===== src/hdl/irqd_pkg.sv =====
package irqd_pkg;

  localparam int unsigned NUM_LINES  = 32;
  localparam int unsigned LINE_W     = 5;
  localparam int unsigned LINE_IN_W  = 8;
  localparam int unsigned KIND_W     = 3;
  localparam int unsigned WORD_W     = 32;
  localparam int unsigned CNT_W      = 16;
  localparam logic [CNT_W-1:0] PERIOD_RESET = 16'd1024;

  localparam int unsigned QUEUE_DEPTH = 2;
  localparam int unsigned QPTR_W      = 1;
  localparam int unsigned QCNT_W      = 2;

  // Input kind codes
  localparam logic [KIND_W-1:0] KIND_RAISE     = 3'd0;
  localparam logic [KIND_W-1:0] KIND_ENABLE    = 3'd1;
  localparam logic [KIND_W-1:0] KIND_DISABLE   = 3'd2;
  localparam logic [KIND_W-1:0] KIND_QUERY     = 3'd3;
  localparam logic [KIND_W-1:0] KIND_MASK      = 3'd4;
  localparam logic [KIND_W-1:0] KIND_SAFEPOINT = 3'd5;
  localparam logic [KIND_W-1:0] KIND_DISPATCH  = 3'd6;

  typedef enum logic [2:0] {
    OP_RAISE,
    OP_ENABLE,
    OP_DISABLE,
    OP_QUERY,
    OP_MASK,
    OP_SAFEPOINT,
    OP_DISPATCH,
    OP_NOP
  } op_e;

  typedef enum logic {
    ST_IDLE,
    ST_DISPATCH
  } state_e;

  typedef struct packed {
    op_e               op;
    logic [WORD_W-1:0] line_bit;
    logic              bad;
    logic [WORD_W-1:0] raise_bits;
    logic              mask_value;
    logic              in_isr;
  } cmd_t;

  typedef struct packed {
    logic [LINE_W-1:0] irq_line;
    logic              dispatched;
    logic              tick_request;
    logic              reschedule;
    logic              line_enabled;
    logic              bad_line;
    logic              last;
  } res_t;

  typedef struct packed {
    logic dispatching;
    logic masked;
    logic active_any;
  } status_t;

endpackage


===== src/hdl/irqd_if.sv =====
interface irqd_req_if;
  logic                              valid;
  logic                              ready;
  logic [irqd_pkg::KIND_W-1:0]       kind;
  logic [irqd_pkg::LINE_IN_W-1:0]    line;
  logic [irqd_pkg::WORD_W-1:0]       raise_bits;
  logic                              mask_value;
  logic                              in_isr;

  modport source (output valid, kind, line, raise_bits, mask_value, in_isr, input ready);
  modport sink   (input valid, kind, line, raise_bits, mask_value, in_isr, output ready);
endinterface

interface irqd_rsp_if;
  logic                           valid;
  logic                           ready;
  logic [irqd_pkg::LINE_W-1:0]    irq_line;
  logic                           dispatched;
  logic                           tick_request;
  logic                           reschedule;
  logic                           line_enabled;
  logic                           bad_line;
  logic                           last;

  modport source (output valid, irq_line, dispatched, tick_request, reschedule,
                  line_enabled, bad_line, last, input ready);
  modport sink   (input valid, irq_line, dispatched, tick_request, reschedule,
                  line_enabled, bad_line, last, output ready);
endinterface

interface irqd_cfg_if;
  logic                        valid;
  logic                        ready;
  logic [irqd_pkg::CNT_W-1:0]  safepoints_per_tick;

  modport source (output valid, safepoints_per_tick, input ready);
  modport sink   (input valid, safepoints_per_tick, output ready);
endinterface


===== src/hdl/irqd_front.sv =====
module irqd_front (
  irqd_req_if.sink       req_i,
  input  logic           full_i,
  output logic           push_o,
  output irqd_pkg::cmd_t cmd_o
);

  logic in_range;

  assign req_i.ready = !full_i;
  assign push_o      = req_i.valid && !full_i;

  assign in_range = req_i.line < irqd_pkg::LINE_IN_W'(irqd_pkg::NUM_LINES);

  always_comb begin
    unique case (req_i.kind)
      irqd_pkg::KIND_RAISE:     cmd_o.op = irqd_pkg::OP_RAISE;
      irqd_pkg::KIND_ENABLE:    cmd_o.op = irqd_pkg::OP_ENABLE;
      irqd_pkg::KIND_DISABLE:   cmd_o.op = irqd_pkg::OP_DISABLE;
      irqd_pkg::KIND_QUERY:     cmd_o.op = irqd_pkg::OP_QUERY;
      irqd_pkg::KIND_MASK:      cmd_o.op = irqd_pkg::OP_MASK;
      irqd_pkg::KIND_SAFEPOINT: cmd_o.op = irqd_pkg::OP_SAFEPOINT;
      irqd_pkg::KIND_DISPATCH:  cmd_o.op = irqd_pkg::OP_DISPATCH;
      default:                  cmd_o.op = irqd_pkg::OP_NOP;
    endcase

    // Only line-addressed kinds report an out-of-range line
    case (req_i.kind) inside
      irqd_pkg::KIND_ENABLE, irqd_pkg::KIND_DISABLE, irqd_pkg::KIND_QUERY:
        cmd_o.bad = !in_range;
      default:
        cmd_o.bad = 1'b0;
    endcase

    cmd_o.line_bit   = in_range
                       ? (irqd_pkg::WORD_W'(1) << req_i.line[irqd_pkg::LINE_W-1:0])
                       : '0;
    cmd_o.raise_bits = req_i.raise_bits;
    cmd_o.mask_value = req_i.mask_value;
    cmd_o.in_isr     = req_i.in_isr;
  end

endmodule


===== src/hdl/irqd_queue.sv =====
module irqd_queue (
  input  logic           clk_i,
  input  logic           rst_ni,
  input  logic           push_i,
  input  irqd_pkg::cmd_t cmd_i,
  output logic           full_o,
  input  logic           pop_i,
  output irqd_pkg::cmd_t cmd_o,
  output logic           empty_o
);

  irqd_pkg::cmd_t                    entry_q [irqd_pkg::QUEUE_DEPTH];
  logic [irqd_pkg::QPTR_W-1:0]       wr_ptr_q, wr_ptr_d;
  logic [irqd_pkg::QPTR_W-1:0]       rd_ptr_q, rd_ptr_d;
  logic [irqd_pkg::QCNT_W-1:0]       count_q, count_d;
  logic                              do_push, do_pop;

  assign full_o  = count_q == irqd_pkg::QCNT_W'(irqd_pkg::QUEUE_DEPTH);
  assign empty_o = count_q == '0;
  assign cmd_o   = entry_q[rd_ptr_q];

  assign do_push = push_i && !full_o;
  assign do_pop  = pop_i && !empty_o;

  always_comb begin
    wr_ptr_d = do_push ? wr_ptr_q + 1'b1 : wr_ptr_q;
    rd_ptr_d = do_pop  ? rd_ptr_q + 1'b1 : rd_ptr_q;
    count_d  = count_q + irqd_pkg::QCNT_W'(do_push) - irqd_pkg::QCNT_W'(do_pop);
  end

  always_ff @(posedge clk_i or negedge rst_ni) begin
    if (!rst_ni) begin
      wr_ptr_q <= '0;
      rd_ptr_q <= '0;
      count_q  <= '0;
    end else begin
      wr_ptr_q <= wr_ptr_d;
      rd_ptr_q <= rd_ptr_d;
      count_q  <= count_d;
    end
  end

  always_ff @(posedge clk_i) begin
    if (do_push) begin
      entry_q[wr_ptr_q] <= cmd_i;
    end
  end

endmodule


===== src/hdl/irqd_back.sv =====
module irqd_back (
  input  logic              clk_i,
  input  logic              rst_ni,
  input  irqd_pkg::cmd_t    cmd_i,
  input  logic              empty_i,
  output logic              pop_o,
  irqd_cfg_if.sink          cfg_i,
  irqd_rsp_if.source        rsp_o,
  output irqd_pkg::status_t status_o
);

  irqd_pkg::state_e               state_q, state_d;
  logic [irqd_pkg::WORD_W-1:0]    pending_q, pending_d;
  logic [irqd_pkg::WORD_W-1:0]    enable_q, enable_d;
  logic                           masked_q, masked_d;
  logic [irqd_pkg::CNT_W-1:0]     count_q, count_d;
  logic [irqd_pkg::CNT_W-1:0]     period_q, period_d;
  logic                           tick_hold_q, tick_hold_d;
  logic                           resched_hold_q, resched_hold_d;
  logic                           out_valid_q, out_valid_d;
  irqd_pkg::res_t                 res_q, res_d;

  logic                           slot_free;
  logic [irqd_pkg::WORD_W-1:0]    active;
  logic [irqd_pkg::WORD_W-1:0]    low_bit;
  logic [irqd_pkg::LINE_W-1:0]    low_idx;
  logic                           last_line;
  logic [irqd_pkg::CNT_W-1:0]     cnt_inc;
  logic                           tick_now;
  logic                           start_disp;

  function automatic logic [irqd_pkg::LINE_W-1:0] lowest_set(
    input logic [irqd_pkg::WORD_W-1:0] v
  );
    logic [irqd_pkg::LINE_W-1:0] idx;
    idx = '0;
    for (int i = irqd_pkg::WORD_W - 1; i >= 0; i--) begin
      if (v[i]) begin
        idx = irqd_pkg::LINE_W'(i);
      end
    end
    return idx;
  endfunction

  assign slot_free = !out_valid_q || rsp_o.ready;
  assign active    = pending_q & enable_q;
  assign low_bit   = active & (~active + 1'b1);
  assign low_idx   = lowest_set(active);
  assign last_line = (active & ~low_bit) == '0;
  assign cnt_inc   = count_q + 1'b1;
  assign tick_now  = cnt_inc >= period_q;
  assign pop_o     = (state_q == irqd_pkg::ST_IDLE) && !empty_i && slot_free;
  assign start_disp = !masked_q && (active != '0) &&
                      ((cmd_i.op == irqd_pkg::OP_DISPATCH) ||
                       (cmd_i.op == irqd_pkg::OP_SAFEPOINT));

  assign cfg_i.ready = 1'b1;

  assign rsp_o.valid        = out_valid_q;
  assign rsp_o.irq_line     = res_q.irq_line;
  assign rsp_o.dispatched   = res_q.dispatched;
  assign rsp_o.tick_request = res_q.tick_request;
  assign rsp_o.reschedule   = res_q.reschedule;
  assign rsp_o.line_enabled = res_q.line_enabled;
  assign rsp_o.bad_line     = res_q.bad_line;
  assign rsp_o.last         = res_q.last;

  assign status_o.dispatching = state_q == irqd_pkg::ST_DISPATCH;
  assign status_o.masked      = masked_q;
  assign status_o.active_any  = active != '0;

  // Next state
  always_comb begin
    state_d = state_q;
    unique case (state_q)
      irqd_pkg::ST_IDLE: begin
        if (pop_o && start_disp) begin
          state_d = irqd_pkg::ST_DISPATCH;
        end
      end
      irqd_pkg::ST_DISPATCH: begin
        if (slot_free && last_line) begin
          state_d = irqd_pkg::ST_IDLE;
        end
      end
      default: state_d = irqd_pkg::ST_IDLE;
    endcase
  end

  // Datapath and outputs
  always_comb begin
    pending_d      = pending_q;
    enable_d       = enable_q;
    masked_d       = masked_q;
    count_d        = count_q;
    period_d       = cfg_i.valid ? cfg_i.safepoints_per_tick : period_q;
    tick_hold_d    = tick_hold_q;
    resched_hold_d = resched_hold_q;
    out_valid_d    = out_valid_q && !rsp_o.ready;
    res_d          = res_q;

    unique case (state_q)
      irqd_pkg::ST_IDLE: begin
        if (pop_o) begin
          res_d          = '0;
          res_d.last     = 1'b1;
          res_d.bad_line = cmd_i.bad;
          case (cmd_i.op)
            irqd_pkg::OP_RAISE:   pending_d = pending_q | cmd_i.raise_bits;
            irqd_pkg::OP_ENABLE:  enable_d  = enable_q | cmd_i.line_bit;
            irqd_pkg::OP_DISABLE: enable_d  = enable_q & ~cmd_i.line_bit;
            irqd_pkg::OP_QUERY:   res_d.line_enabled = (enable_q & cmd_i.line_bit) != '0;
            irqd_pkg::OP_MASK:    masked_d  = cmd_i.mask_value;
            irqd_pkg::OP_SAFEPOINT: begin
              count_d            = tick_now ? '0 : cnt_inc;
              res_d.tick_request = tick_now;
              res_d.reschedule   = !masked_q && (pending_q != '0) && !cmd_i.in_isr;
            end
            default: ;
          endcase
          // Hold the item's flags for every line it delivers
          tick_hold_d    = res_d.tick_request;
          resched_hold_d = res_d.reschedule;
          if (!start_disp) begin
            out_valid_d = 1'b1;
          end
        end
      end
      irqd_pkg::ST_DISPATCH: begin
        if (slot_free) begin
          res_d.irq_line     = low_idx;
          res_d.dispatched   = 1'b1;
          res_d.tick_request = tick_hold_q;
          res_d.reschedule   = resched_hold_q;
          res_d.line_enabled = 1'b0;
          res_d.bad_line     = 1'b0;
          res_d.last         = last_line;
          pending_d          = pending_q & ~low_bit;
          out_valid_d        = 1'b1;
        end
      end
      default: ;
    endcase
  end

  always_ff @(posedge clk_i or negedge rst_ni) begin
    if (!rst_ni) begin
      state_q     <= irqd_pkg::ST_IDLE;
      pending_q   <= '0;
      enable_q    <= '0;
      masked_q    <= 1'b1;
      count_q     <= '0;
      period_q    <= irqd_pkg::PERIOD_RESET;
      out_valid_q <= 1'b0;
    end else begin
      state_q     <= state_d;
      pending_q   <= pending_d;
      enable_q    <= enable_d;
      masked_q    <= masked_d;
      count_q     <= count_d;
      period_q    <= period_d;
      out_valid_q <= out_valid_d;
    end
  end

  always_ff @(posedge clk_i) begin
    tick_hold_q    <= tick_hold_d;
    resched_hold_q <= resched_hold_d;
    res_q          <= res_d;
  end

endmodule


===== src/hdl/fixed_priority_irq_dispatcher_top.sv =====
// Fixed-priority interrupt dispatcher.
// req_i carries items (raise, enable, disable, query, set master mask,
// safepoint, dispatch); an item is taken on an edge with valid and ready high.
// rsp_o carries result items; each input item gives one or more results and
// the final one has last set. cfg_i writes safepoints_per_tick; write it only
// while the block is idle.
// A front stage decodes each item into a two-entry queue; a back stage owns
// the pending word, enable mask, master mask and safepoint counter and runs
// the items one at a time into a registered output slot.
// Path: an item waits in a queue entry, then in the registered output slot,
// before rsp_o shows its result; a dispatch pops its item, then sends its lines
// from the dispatch state. Throughput, while rsp_o is ready: one item per cycle
// for items that deliver no line; a dispatch holds the back stage until its last
// line, one line per cycle lowest first, set by the single priority-encode step.
// Reset: pending and enable clear, delivery is masked, the counter clears and
// safepoints_per_tick returns to 1024.
// Stall: while rsp_o is not ready the output slot holds its item, the back
// stage waits, and once the queue fills req_i drops ready.
module fixed_priority_irq_dispatcher_top (
  input  logic        clk_i,
  input  logic        rst_ni,
  irqd_req_if.sink    req_i,
  irqd_rsp_if.source  rsp_o,
  irqd_cfg_if.sink    cfg_i
);

  irqd_pkg::cmd_t    front_cmd;
  irqd_pkg::cmd_t    back_cmd;
  irqd_pkg::status_t back_status;
  logic              push;
  logic              full;
  logic              pop;
  logic              empty;

  // Decode items and push them into the queue
  irqd_front u_front (
    .req_i  (req_i),
    .full_i (full),
    .push_o (push),
    .cmd_o  (front_cmd)
  );

  // Decouple decode from execution
  irqd_queue u_queue (
    .clk_i   (clk_i),
    .rst_ni  (rst_ni),
    .push_i  (push),
    .cmd_i   (front_cmd),
    .full_o  (full),
    .pop_i   (pop),
    .cmd_o   (back_cmd),
    .empty_o (empty)
  );

  // Execute items against the interrupt state and emit results
  irqd_back u_back (
    .clk_i    (clk_i),
    .rst_ni   (rst_ni),
    .cmd_i    (back_cmd),
    .empty_i  (empty),
    .pop_o    (pop),
    .cfg_i    (cfg_i),
    .rsp_o    (rsp_o),
    .status_o (back_status)
  );

  // Delivery only runs while unmasked
  assert property (@(posedge clk_i) disable iff (!rst_ni)
    back_status.dispatching |-> !back_status.masked)
    else $error("dispatch running while masked");

  // A dispatch run always has a line left to deliver
  assert property (@(posedge clk_i) disable iff (!rst_ni)
    back_status.dispatching |-> back_status.active_any)
    else $error("dispatch running with nothing active");

  // Only delivered lines may be followed by more results of the same item
  assert property (@(posedge clk_i) disable iff (!rst_ni)
    (rsp_o.valid && !rsp_o.last) |-> rsp_o.dispatched)
    else $error("non-final result that delivers no line");

  // Delivery results carry no query answer or line error
  assert property (@(posedge clk_i) disable iff (!rst_ni)
    (rsp_o.valid && rsp_o.dispatched) |-> (!rsp_o.line_enabled && !rsp_o.bad_line))
    else $error("delivery result carries query or error flags");

endmodule


===== src/flat_wrapper.sv =====
// flat-port wrapper written by rule: the top's interface ports become plain ports
module fixed_priority_irq_dispatcher_top_flat 
  (clk_i, rst_ni, req_i_valid, req_i_kind, req_i_line, req_i_raise_bits, req_i_mask_value, req_i_in_isr, req_i_ready, rsp_o_valid, rsp_o_irq_line, rsp_o_dispatched, rsp_o_tick_request, rsp_o_reschedule, rsp_o_line_enabled, rsp_o_bad_line, rsp_o_last, rsp_o_ready, cfg_i_valid, cfg_i_safepoints_per_tick, cfg_i_ready);
  irqd_req_if req_i_i ();
  irqd_rsp_if rsp_o_i ();
  irqd_cfg_if cfg_i_i ();
  input  logic clk_i;
  input  logic rst_ni;
  input wire logic [$bits(req_i_i.valid)-1:0] req_i_valid;
  input wire logic [$bits(req_i_i.kind)-1:0] req_i_kind;
  input wire logic [$bits(req_i_i.line)-1:0] req_i_line;
  input wire logic [$bits(req_i_i.raise_bits)-1:0] req_i_raise_bits;
  input wire logic [$bits(req_i_i.mask_value)-1:0] req_i_mask_value;
  input wire logic [$bits(req_i_i.in_isr)-1:0] req_i_in_isr;
  output wire logic [$bits(req_i_i.ready)-1:0] req_i_ready;
  output wire logic [$bits(rsp_o_i.valid)-1:0] rsp_o_valid;
  output wire logic [$bits(rsp_o_i.irq_line)-1:0] rsp_o_irq_line;
  output wire logic [$bits(rsp_o_i.dispatched)-1:0] rsp_o_dispatched;
  output wire logic [$bits(rsp_o_i.tick_request)-1:0] rsp_o_tick_request;
  output wire logic [$bits(rsp_o_i.reschedule)-1:0] rsp_o_reschedule;
  output wire logic [$bits(rsp_o_i.line_enabled)-1:0] rsp_o_line_enabled;
  output wire logic [$bits(rsp_o_i.bad_line)-1:0] rsp_o_bad_line;
  output wire logic [$bits(rsp_o_i.last)-1:0] rsp_o_last;
  input wire logic [$bits(rsp_o_i.ready)-1:0] rsp_o_ready;
  input wire logic [$bits(cfg_i_i.valid)-1:0] cfg_i_valid;
  input wire logic [$bits(cfg_i_i.safepoints_per_tick)-1:0] cfg_i_safepoints_per_tick;
  output wire logic [$bits(cfg_i_i.ready)-1:0] cfg_i_ready;
  assign req_i_i.valid = req_i_valid;
  assign req_i_i.kind = req_i_kind;
  assign req_i_i.line = req_i_line;
  assign req_i_i.raise_bits = req_i_raise_bits;
  assign req_i_i.mask_value = req_i_mask_value;
  assign req_i_i.in_isr = req_i_in_isr;
  assign req_i_ready = req_i_i.ready;
  assign rsp_o_valid = rsp_o_i.valid;
  assign rsp_o_irq_line = rsp_o_i.irq_line;
  assign rsp_o_dispatched = rsp_o_i.dispatched;
  assign rsp_o_tick_request = rsp_o_i.tick_request;
  assign rsp_o_reschedule = rsp_o_i.reschedule;
  assign rsp_o_line_enabled = rsp_o_i.line_enabled;
  assign rsp_o_bad_line = rsp_o_i.bad_line;
  assign rsp_o_last = rsp_o_i.last;
  assign rsp_o_i.ready = rsp_o_ready;
  assign cfg_i_i.valid = cfg_i_valid;
  assign cfg_i_i.safepoints_per_tick = cfg_i_safepoints_per_tick;
  assign cfg_i_ready = cfg_i_i.ready;
  fixed_priority_irq_dispatcher_top u_core (.clk_i(clk_i), .rst_ni(rst_ni), .req_i(req_i_i), .rsp_o(rsp_o_i), .cfg_i(cfg_i_i));
endmodule

===== config.mk =====
export PLATFORM = sky130hd
export DESIGN_NAME = fixed_priority_irq_dispatcher_top_flat
export DESIGN_NICKNAME = d
export VERILOG_FILES = /design/src/hdl/irqd_pkg.sv /design/src/hdl/irqd_if.sv /design/src/hdl/irqd_front.sv /design/src/hdl/irqd_queue.sv /design/src/hdl/irqd_back.sv /design/src/hdl/fixed_priority_irq_dispatcher_top.sv /design/src/flat_wrapper.sv
export SDC_FILE = /design/constraint.sdc
export NUM_CORES = 1
export LEC_CHECK = 0
export ABC_AREA = 1
export BUFFER_PORTS_ARGS = -buffer_cell sky130_fd_sc_hd__buf_2
export CAP_MARGIN = 10
export CORE_MARGIN = 2
export CORE_UTILIZATION = 45
export DETAILED_ROUTE_END_ITERATION = 16
export GPL_TIMING_DRIVEN = 0
export MAX_ROUTING_LAYER = met4
export PLACE_DENSITY = 0.72
export SLEW_MARGIN = 20
export SYNTH_ARGS = -nofsm -noshare
export SYNTH_HDL_FRONTEND = slang
export SYNTH_SLANG_ARGS = --single-unit

===== constraint.sdc =====
create_clock -name clk_i -period 4.8 [get_ports clk_i]
set_input_delay 1.44 -clock clk_i [delete_from_list [all_inputs] [get_ports clk_i]]
set_output_delay 1.44 -clock clk_i [all_outputs]
set_load 0.005 [all_outputs]

==> summary.txt <==
Status
  – Status: finished clean

Clocking
  – Post-CTS sizing: 0
  – Setup Fix Bufs, Post-CTS: 0
  – Clock Tree Buf Depth: 3
  – CTS buffer count: 27
  – Hold_buf cts: 0
  – Clk_lat worst skew: 0.55 ns
  – Worst-path clk slew: 0.06 ns
  – H-tree depth: 1
  – CTS Root Cell: clkbuf_16
  – Clock sink count: 256
  – CTS tree: yes

Flow run
  – Max_cap viols: 0

Worst setup path
  – Critical Path, Cell by Cell: nand2_1 > nor2_1 > nand4_1 > nor2_1 > inv_1 > nor2_1 > inv_1 > nor2_1 > inv_1 > nor3_1 > and3_1 > nand2_1 > nor2_1 > xor2_1 > inv_1 > ha_1 > nand4_1 > inv_1 > a2111oi_1 > nand4_1 > clkbuf_1 > o22ai_1
  – Data arrival time of the worst path: 4.69 ns
  – Crit-path max cell delay: 0.50 ns
  – Crit path max fanout: 10
  – CP Class: reg -> reg
  – Crit path required time: 5.24 ns
  – Critical Path End Type: flip-flop
  – Worst setup SP type: flip-flop
  – Critical-path top delay cell: a2111oi_1

Timing
  – # setup viols final: 0
  – Tmin final: 4.250 ns
  – Setup Skew: 0.02027 ns
  – Tcrit/Tclk final: 0.8854
  – Worst-Margin Slew: 0.8930 ns
  – Setup WS post-layout: 0.5502 ns
  – Pins Over Slew Limit: 0
  – Max_slew headroom: 0.4046
  – RSZ-0062 raised after global routing: no
  – Highest clock rate: 235.3 MHz
  – Hold Vio Cnt, Final: 0

Floorplan
  – Die area: 27,590 sq um
  – Chip Height: 166.1 microns
  – Starting density of the core: 0.4564
  – DIE WIDTH: 166.1 microns
  – Core Region: 25,910 sq um
  – FP Rows: 59
  – # IOs: 80

Yosys
  – Avg Cell Area, Syn: 9.946 sq um
  – Ys flop type: edfxtp_1
  – Area contributors post-synth: edfxtp_1 39%, dfrtp_1 21%, nand2_1 10%
  – Area leader, netlist: edfxtp_1
  – Sequential-to-total area share from yosys stat: 0.6066
  – Async SR Flop Fraction: 0.4023
  – Syn nets: 1,274
  – Mapped cell area: 11,830 sq um
  – YS warnings: 0
  – Yosys top cell area share: 0.3885
  – Flops & latches, synth: 256
  – Synth cell types: 50
  – Post-synth EDFFs: 153
  – Post-Syn Instances: 1,189

Place
  – Pre-CTS setup slack: 0.3962 ns
  – Post-DP HPWL: 21,310 microns
  – Port bufs: 74
  – Final Wtd Congestion: 0.9458

Routing
  – DRC: 0
  – Vias per inst: 5.292
  – Vias: 8,759
  – 1st-iter DRT viols: 804
  – First-pass DRT Iterations: 5
  – Routed len/inst: 17.32 microns
  – Detailed-route wire length: 28,660 microns
  – Final ANT Viol Nets: 0

Power
  – Pleak: 6.052 nW
  – Total Power: 8.906 mW
  – Maximum VDD drop: 0.0003152 V
  – P per Cell Area: 650.5 nW/um^2

Global route
  – Global-route wire length before repair: 46,180 microns
  – Pin count of the biggest net entering global routing: 72
  – Vias in the first global route: 8,609
  – Overflow left after global routing: 0
  – Initial antenna violation count: 0
  – Gr usage total: 0.2156

Hold path
  – Type of the worst min-delay path: reg -> reg

Final layout
  – Ant. Diodes: 0
  – Reg area: 7174 sq um
  – Share of cells above drive strength 1: 0.1341
  – # fillers: 2,269
  – Multi-input logic area: 4066 sq um
  – Layout area overhead: 15.76%
  – Post-layout nets: 1,384
==> cells in the mapped netlist, drive strengths merged, types with 2 or more instances <==
cell,instances
a2111oi,3
nor2,101
o31ai,5
dfrtp,101
a41oi,5
or2,2
o211ai,3
nor3,18
o2111ai,2
edfxtp,153
o221ai,2
a22o,3
nand2,347
nor4,11
nand4,27
xor2,9
o41ai,2
ha,19
a31oi,2
xnor2,2
a221oi,6
o21ai,91
o22ai,16
nand3,25
dfstp,2
o32ai,10
clkbuf,30
buf,8
a21oi,30
nor3b,2
mux2i,26
inv,120
==> power breakdown <==
part	switching (mW)	internal, mW
logic	2.21	1.10
registers	0.433	3.08
clock network	0.856	1.24
total	3.50	5.41
==> worst max-delay path, delay by kind of cell, from the launching register on <==
| kind | cells | cell delay, ns |
|---|---|---|
| simple gates | 12 | 1.83 |
| xor+xnor | 1 | 0.22 |
| fa+ha+maj | 1 | 0.31 |
| compound gates | 2 | 0.72 |
| flops | 1 | 0.44 |
| buf+inv | 6 | 0.63 |
==> path summary, 6_finish.rpt <==
path                                                from                              to  slack (ns)  cells past startpoint
worst max-delay path            u_core.u_back.count_q[0]        u_core.u_back.count_q[9]        0.55                     22
worst min-delay path               u_core.u_back.state_q  u_core.u_back.rsp_o.dispatched        0.45                      0
worst max register to register  u_core.u_back.count_q[0]        u_core.u_back.count_q[9]        0.55                     22
worst min register to register     u_core.u_back.state_q  u_core.u_back.rsp_o.dispatched        0.45                      0
max in group asynchronous                         rst_ni     u_core.u_back.pending_q[14]        3.32                      2
min in group asynchronous                         rst_ni       u_core.u_back.period_q[0]        0.80                      1
==> cells by family after synthesis <==
| family | Yosys count | synth area share |
|---|---|---|
| buffers and inverters | 158 | 0.05089 |
| adders and majority gates | 19 | 0.02010 |
| AOI/OAI and AO/OA | 183 | 0.09321 |
| muxes | 27 | 0.02296 |
| DFF | 256 | 0.6066 |
| xor gates and xnor gates | 11 | 0.008147 |
| other | 1 | 0.0003171 |
| and+or+nand+nor | 534 | 0.1977 |
==> stage by stage <==
stage	instance area (sq um)	hold WS (ns)	instances	util	setup TNS (ns)
2_1_floorplan	11830	0.4231	1189	-	0
3_3_place_gp	12620	0.4261	1598	0.4871	-34.04
3_5_place_dp	12790	0.4390	1605	0.4937	0
4_1_cts	13690	0.4535	1655	0.5283	0
5_1_grt	13690	0.4780	1655	0.5284	0
6_report	13690	0.4489	1655	0.5284	0
==> cell type report <==
| type | instances | share of cell area |
|---|---|---|
| Multi-Input combinational cell | 775 | 0.2970 |
| Tap cell | 335 | 0.03062 |
| Timing Repair Buffer | 81 | 0.03884 |
| Clock buffer | 39 | 0.05675 |
| Buffer | 38 | 0.01106 |
| Inverter | 120 | 0.03290 |
| Sequential cell | 256 | 0.5240 |
| Clock inverter | 11 | 0.008774 |
==> routing by layer <==
| metal | share of wire | routed length, microns | global-route usage | up-vias |
|---|---|---|---|---|
| met3 | 0.051 | 1472 | 0.02836 | 33 |
| met4 | 0.015 | 430 | 0.03592 | 0 |
| met2 | 0.49 | 13990 | 0.3545 | 253 |
| li1 | - | - | - | 4298 |
| met1 | 0.45 | 12770 | 0.2935 | 4175 |
| met5 | 0 | 0 | - | - |
==> cells in the final DEF (no fill, tap or decap), types with 25 or more instances in the layout <==
cell type,instances
dfrtp_1,101
clkbuf_1,35
nand4_1,27
inv_1,113
o21ai_0,88
nand2_1,325
a21oi_1,30
edfxtp_1,153
nor2_1,89
buf_2,74
nand3_1,25
mux2i_1,26
clkbuf_16,28
Power figures use the tool's default switching activity.
